File: config.mk
export PLATFORM = sky130hd
export DESIGN_NAME = ssa_decode
export DESIGN_NICKNAME = d
export VERILOG_FILES = /design/src/design/ssa_pkg.sv /design/src/design/ssa_decode.sv
export SDC_FILE = /design/constraint.sdc
export NUM_CORES = 1
export LEC_CHECK = 0
export BUFFER_PORTS_ARGS = -buffer_cell sky130_fd_sc_hd__buf_2
export CAP_MARGIN = 25
export CORE_AREA = 2 2 39 41
export DETAILED_ROUTE_END_ITERATION = 8
export DIE_AREA = 0 0 41 43
export MAX_ROUTING_LAYER = met4
export PLACE_DENSITY = 0.8
export SYNTH_ARGS = -nofsm -noshare
export SYNTH_HDL_FRONTEND = slang
export SYNTH_SLANG_ARGS = --single-unit
File: constraint.sdc
create_clock -name vclk -period 0.8
set_input_delay 0 -clock vclk [all_inputs]
set_output_delay 0 -clock vclk [all_outputs]
set_load 0.03 [all_outputs]
File: src/design/ssa_pkg.sv
`default_nettype none

package ssa_pkg;

    localparam int NUM_HANDLES_DEF      = 1024;
    localparam int PAGE_SHIFT_SMALL_DEF = 12;
    localparam int PAGE_SHIFT_LARGE_DEF = 21;

    localparam int SLOT_W  = 48;
    localparam int BYTES_W = 41;

    localparam logic [BYTES_W-1:0] TOTAL_RESET = 41'd1048576;

    localparam logic ACT_RESERVE = 1'b0;
    localparam logic ACT_FREE    = 1'b1;

    // Live mark bits: one per page kind.
    localparam logic [1:0] MARK_SMALL = 2'b01;
    localparam logic [1:0] MARK_LARGE = 2'b10;

    typedef enum logic [1:0] {
        ST_OK       = 2'd0,
        ST_NOSPACE  = 2'd1,
        ST_ACCT_ERR = 2'd2
    } t_status;

endpackage

`default_nettype wire

File: src/design/ssa_decode.sv
`default_nettype none

module ssa_decode #(
    parameter int NUM_HANDLES      = ssa_pkg::NUM_HANDLES_DEF,
    parameter int PAGE_SHIFT_SMALL = ssa_pkg::PAGE_SHIFT_SMALL_DEF,
    parameter int PAGE_SHIFT_LARGE = ssa_pkg::PAGE_SHIFT_LARGE_DEF,
    parameter int HW               = $clog2(NUM_HANDLES)
) (
    input  wire logic                      i_huge,
    input  wire logic [ssa_pkg::SLOT_W-1:0] i_slot_id,
    output logic      [HW-1:0]             o_hnd,
    output logic                           o_known
);
    import ssa_pkg::*;

    localparam logic [SLOT_W-1:0] MASK_S = (SLOT_W'(1) << PAGE_SHIFT_SMALL) - SLOT_W'(1);
    localparam logic [SLOT_W-1:0] MASK_L = (SLOT_W'(1) << PAGE_SHIFT_LARGE) - SLOT_W'(1);

    logic [SLOT_W-1:0] w_full;
    logic              w_exact;

    // A slot id is known only if it sits exactly on a page boundary of its
    // kind and its handle falls inside the table.
    always_comb begin
        if (i_huge) begin
            w_full  = i_slot_id >> PAGE_SHIFT_LARGE;
            w_exact = (i_slot_id & MASK_L) == '0;
        end else begin
            w_full  = i_slot_id >> PAGE_SHIFT_SMALL;
            w_exact = (i_slot_id & MASK_S) == '0;
        end
    end

    assign o_known = w_exact && (w_full < SLOT_W'(NUM_HANDLES));
    assign o_hnd   = w_full[HW-1:0];

endmodule

`default_nettype wire

==> summary.md, run 1 <==
| Metric | Value |
|---|---|
| Status | finished with violations |
| Failing checks | setup timing |
| N_diodes | 0 |
| CP arrival | 0.92 ns |
| Fillers | 130 |
| Worst vdd ir | 0.287 mV |
| Post-route ant nets | 0 |
| Final slew viol count | 0 |
| Max Freq | 1080 MHz |
| Drc violations | 0 |
| P_sw | 0.000202 W |
| Crit path kind | in -> out |
| Period Utilization, post-route | 115% |
| Ys Warns | 0 |
| CLK BUF | 0 |
| Register area share after synthesis | 0% |
| Slew headroom | 82.8% |
| Num rows | 14 |
| Final hold viol count | 0 |
| Combinational share of power | 100.0% |
| Max Cap Viol | 0 |
| Most frequent cell after synthesis | nor4_1 |
| 1st-pass router iterations | 2 |
| Worst path most repeated cell | buf_6 |
| Seq_cells | 0 |
| Worst hold path startpoint | i_slot_id[22] |
| Slowest-stage cell, CP | nor4_4 |
| Largest cells by area after synthesis | mux2_2, nor4_1, mux2_1 |
| Initial Utilization | 17.8% |
| Layout cells sized above 1 | 86.8% |
| Drt initial violations | 1 |
| Total Routing Usage GR | 13.4% |
| Largest net degree at the start of global routing | 11 |
| RSZ-0062 raised after global routing | yes |
| WP buf/inv | 2 |
| Cell count after synthesis | 30 |
| RD Place Congestion | 0.634 |
| Total power | 0.000403 W |
| Synth cell types | 11 |
| Leakage | 0.337 nW |
| Final setup viols | 1 |
| Top delay family on crit path | simple AND/OR/NAND/NOR gates |
| Final WS setup | -0.124 ns |
| Syn_area_per_cell | 8.22 um2 |
| Nets | 142 |
| Core Util, Final | 53.8% |
| CP max stage delay | 0.24 ns |
| First-pass GRT wire length | 1730 um |
| Synth cell count leaders | nor4_1, mux2_2, mux2_1, nor2_1 |
| Vias | 508 |
| WHS Endpoint | o_known |
| CP Data Required Time | 0.80 ns |
| Detail-routed via count per cell | 4.75 |
| Worst setup SP type | input pin |
| DR WL/cell | 11.5 um |
| Share of the synthesized area in the top cell type | 32.0% |
| Clock group share of total power | 0% |
| Die width | 41 um |
| Critical path cell sequence | buf_6 > nor4_4 > nand4_1 > a211oi_4 > buf_6 |
| Design area | 744 um2 |
| Crit path time final | 0.924 ns |
| Core ar. | 0.00138 mm2 |
| Crit Path Max Fanout | 1 |
| Vias in the first global route | 464 |
| Worst-margin pin slew | 0.255 ns |
| Post-Syn Area | 246 um2 |
| Worst setup EP type | primary output |
| Int Pwr | 0.000200 W |
| Area Growth Syn to Fin | 202% |
| Syn_nets | 79 |
| Hold WC Path Type | in -> out |
| Number of I/O port buffers | 60 |
| # hold bufs at CTS | 0 |
| DP Wirelength | 1070 um |
| FF/Latch Area | 0 um2 |
| Placed Area | 629 um2 |
| Die area | 0.00176 mm2 |
| I/O Pins | 60 |
| Switching share of total power | 50.2% |
| Area leader, netlist | mux2_2 |
| Die span in y | 43 um |
| Routed WL | 1230 um |
| Power Dens Cells | 541 mW/mm2 |
| Flop pwr share | 0% |
| Initial antenna violation count | 0 |
| Hold path cells | 5 |
| Total congestion overflow | 0 |
==> power by group through the flow <==
stage / sequential, W / clock [W] / combinational, W
2_1_floorplan: 0 / 0 / 0.000157
4_1_cts: 0 / 0 / 0.000390
3_3_place_gp: 0 / 0 / 0.000342
6_report: 0 / 0 / 0.000403
3_5_place_dp: 0 / 0 / 0.000351
5_1_grt: 0 / 0 / 0.000430
==> layout by cell type (no fill, tap or decap), types with 2 or more instances in the layout <==
cell type and instances:
buf_2 50, buf_6 11, mux2_2 7, nor4_4 5, mux2_1 3, nor2_1 3, nor4_1 3, nand3_2 2
nand4_1 2
==> layout make-up <==
| class | instances | area (um2) | area share [%] |
|---|---|---|---|
| Timing Repair Buffer | 62 | 382 | 51.3 |
| Multi-Input combinational cell | 29 | 343 | 46.1 |
| Tap cell | 16 | 20.0 | 2.69 |
==> how the worst max path moves through the flow <==
stage	end	start	cells after the start
global route	o_known	i_slot_id[31]	5
finish	o_known	i_slot_id[38]	5
floorplan	o_known	i_slot_id[36]	3
detailed placement	o_known	i_slot_id[25]	5
CTS	o_known	i_slot_id[31]	5
global placement	o_known	i_slot_id[36]	5
==> layer usage <==
layer	GRT usage (%)	routed length (um)
met1	14.2	418
met2	26.9	628
met3	0	183
met4	0	0
met5	-	0
==> stage by stage <==
stage	worst slack [ns]	hold slack [ns]	instances	setup TNS [ns]
global route	-0.205	0.390	107	-0.205
CTS	-0.150	0.381	107	-0.150
floorplan	-0.0101	0.192	30	-0.0101
finish	-0.124	0.373	107	-0.124
global placement	-0.256	0.377	107	-0.256
detailed placement	-0.266	0.381	107	-0.279
==> cell families (layout without fill, tap and decap cells) <==
kind of cell,after synthesis,count (layout),synth area share [%]
and+or+nand+nor,18,18,47.2
muxes,10,10,45.7
AOI/OAI and AO/OA,1,1,5.08
buffers and inverters,1,62,2.03
==> repair_timing <==
action,in CTS,in global routing
gates resized for setup,14,7
pin swaps,9,5
gates cloned,0,0
endpoints found under the setup margin,2,8
buffers inserted,0,0
Note: power is estimated with default switching activity, not from simulation.
==> inputs of run 2 (changes only) <==
--- a/config.mk
+++ b/config.mk
@@ -13,4 +13,5 @@
 export MAX_ROUTING_LAYER = met4
 export PLACE_DENSITY = 0.8
+export SLEW_MARGIN = 20
 export SYNTH_ARGS = -nofsm -noshare
 export SYNTH_HDL_FRONTEND = slang
==> constraint.sdc (replaced) <==
create_clock -name vclk -period 0.8
set_input_delay 0 -clock vclk [all_inputs]
set_output_delay 0 -clock vclk [all_outputs]
set_load 0.01 [all_outputs]
==> run 2 against run 1 <==
  * The run still ends with setup timing left
  * First-iteration DRC count is 100% lower
  * Power down 17%
  * Critical path depth did not move
  * Combinational power fell by 17%
  * Via count rose by 1.2%
  * Setup slack improved by 0.064 ns
  * Cell count up 0.93%
  * Die area unchanged
  * Cell area fell by 4.4%
  * Non-clock buffer count is 1 higher
  * Critical path type unchanged
  * Largest cell class unchanged
  * Largest power group unchanged
==> summary.md, run 2 (same netlist as run 1, synthesis figures left out) <==
| Metric | Value |
|---|---|
| DR WL/cell | 11.2 um (-2.9%) |
| I/O Pins | 60 (unchanged) |
| Total Routing Usage GR | 14.9% (+1.5 points) |
| Hold path cells | 3 (-2) |
| Core Util, Final | 51.4% (-2.4 points) |
| Worst setup EP type | primary output |
| RD Place Congestion | 0.722 (+14%) |
| Period Utilization, post-route | 107% (-8.1 points) |
| Routed WL | 1210 um (-2.0%) |
| # hold bufs at CTS | 0 (unchanged) |
| Failing checks | setup timing |
| Layout cells sized above 1 | 88.0% (+1.2 points) |
| Post-route ant nets | 0 (unchanged) |
| Fin cells | 108 (+0.93%) |
| Core ar. | 0.00138 mm2 (unchanged) |
| Worst vdd ir | 0.210 mV (-27%) |
| Leakage | 0.328 nW (-3.0%) |
| First-pass GRT wire length | 1880 um (+8.8%) |
| Final hold viol count | 0 (unchanged) |
| Final slew viol count | 0 (unchanged) |
| DP Wirelength | 1040 um (-2.3%) |
| Flop pwr share | 0% (unchanged) |
| FF/Latch Area | 0 um2 (unchanged) |
| Total congestion overflow | 0 (unchanged) |
| Combinational share of power | 100.0% (about the same) |
| Number of I/O port buffers | 60 (unchanged) |
| Top delay family on crit path | simple AND/OR/NAND/NOR gates |
| Crit path depth | 5 (unchanged) |
| Num rows | 14 (unchanged) |
| P_sw | 0.000145 W (-28%) |
| Initial antenna violation count | 0 (unchanged) |
| Drc violations | 0 (unchanged) |
| Largest net degree at the start of global routing | 8 (-3) |
| Detail-routed via count per cell | 4.76 (+0.24%) |
| RSZ-0062 raised after global routing | yes |
| Crit Path Max Fanout | 2 (+1) |
| Die width | 41 um (unchanged) |
| CP Data Required Time | 0.80 ns (about the same) |
| Max Cap Viol | 0 (unchanged) |
| Die span in y | 43 um (unchanged) |
| Nets | 143 (+0.70%) |
| Total power | 0.000333 W (-17%) |
| Int Pwr | 0.000188 W (-6.4%) |
| Worst-margin pin slew | 0.199 ns (-0.0565 ns) |
| Drt initial violations | 0 (-1) |
| Initial Utilization | 17.8% (unchanged) |
| Clock group share of total power | 0% (unchanged) |
| Critical path cell sequence | buf_6 > nor4_4 > nand3_1 > a211oi_2 > buf_2 |
| Power Dens Cells | 468 mW/mm2 (-14%) |
| Commonest non-fill, non-tap cell in the layout | buf_2 |
| Status | finished with violations |
| Vias in the first global route | 476 (+2.6%) |
| Most frequent cells in the layout | buf_2, mux2_2, nor4_4 |
| CP arrival | 0.86 ns (-0.06 ns) |
| Placed cells | 108 (+0.93%) |
| Worst setup SP type | input pin |
| Hold WC Path Type | in -> out |
| WP buf/inv | 2 (unchanged) |
| Seq_cells | 0 (unchanged) |
| Slew headroom | 86.7% (+3.8 points) |
| Final WS setup | -0.0594 ns (+0.0644 ns) |
| 1st-pass router iterations | 1 (-1) |
| Crit path time final | 0.859 ns (-0.0644 ns) |
| CLK BUF | 0 (unchanged) |
| CP max stage delay | 0.26 ns (+0.02 ns) |
| Die area | 0.00176 mm2 (unchanged) |
| Vias | 514 (+1.2%) |
| Max Freq | 1160 MHz (+7.5%) |
| Area Growth Syn to Fin | 189% |
| Final setup viols | 1 (unchanged) |
| N_diodes | 0 (unchanged) |
| Slowest-stage cell, CP | nor4_4 |
| Crit path kind | in -> out |
| Switching share of total power | 43.6% (-6.6 points) |
[run 2: timing repair]
item | CTS | global route
setup buffers | 0 | 0
pin swaps | 7 | 6
gates resized for setup | 8 | 11
endpoints found under the setup margin | 1 | 1
gates cloned | 0 | 0
[run 2: tightest hold or removal path: cells and delay by family]
family,cells,cell delay (ns)
buf+inv,2,0.19
mux,1,0.13
[run 2: path summary, 6_finish.rpt]
path           from       end
max   i_slot_id[25]   o_known
min   i_slot_id[27]  o_hnd[6]
[run 2: through the flow]
| step | hold WS (ns) | cell area (um2) | setup WS, ns | TNS [ns] |
|---|---|---|---|---|
| after floorplan | 0.140 | 246 | 0.150 | 0 |
| after global placement | 0.314 | 584 | -0.143 | -0.143 |
| after detailed placement | 0.320 | 584 | -0.110 | -0.110 |
| after CTS | 0.319 | 637 | -0.0677 | -0.0677 |
| after global routing | 0.337 | 712 | -0.135 | -0.135 |
| final | 0.317 | 712 | -0.0594 | -0.0594 |
[run 2: power groups by stage]
stage	Sequential [W]	Combinational (W)	Clock (W)
detailed placement	0	0.000270	0
CTS	0	0.000296	0
global placement	0	0.000264	0
finish	0	0.000333	0
floorplan	0	0.0000893	0
global route	0	0.000363	0
[run 2: layout make-up]
cell class         count  area (um2)
repair buffers        63         348
well taps             16        20.0
multi-input cells     29         344
fillers              142         672
[run 2: per-layer routing]
metal | vias to the layer above | track usage (%) | share of wire (%)
li1 | 254 | - | -
met1 | 225 | 15.5 | 34
met2 | 35 | 30.3 | 56
met3 | 0 | 0 | 10
met4 | 0 | 0 | 0
met5 | - | - | 0
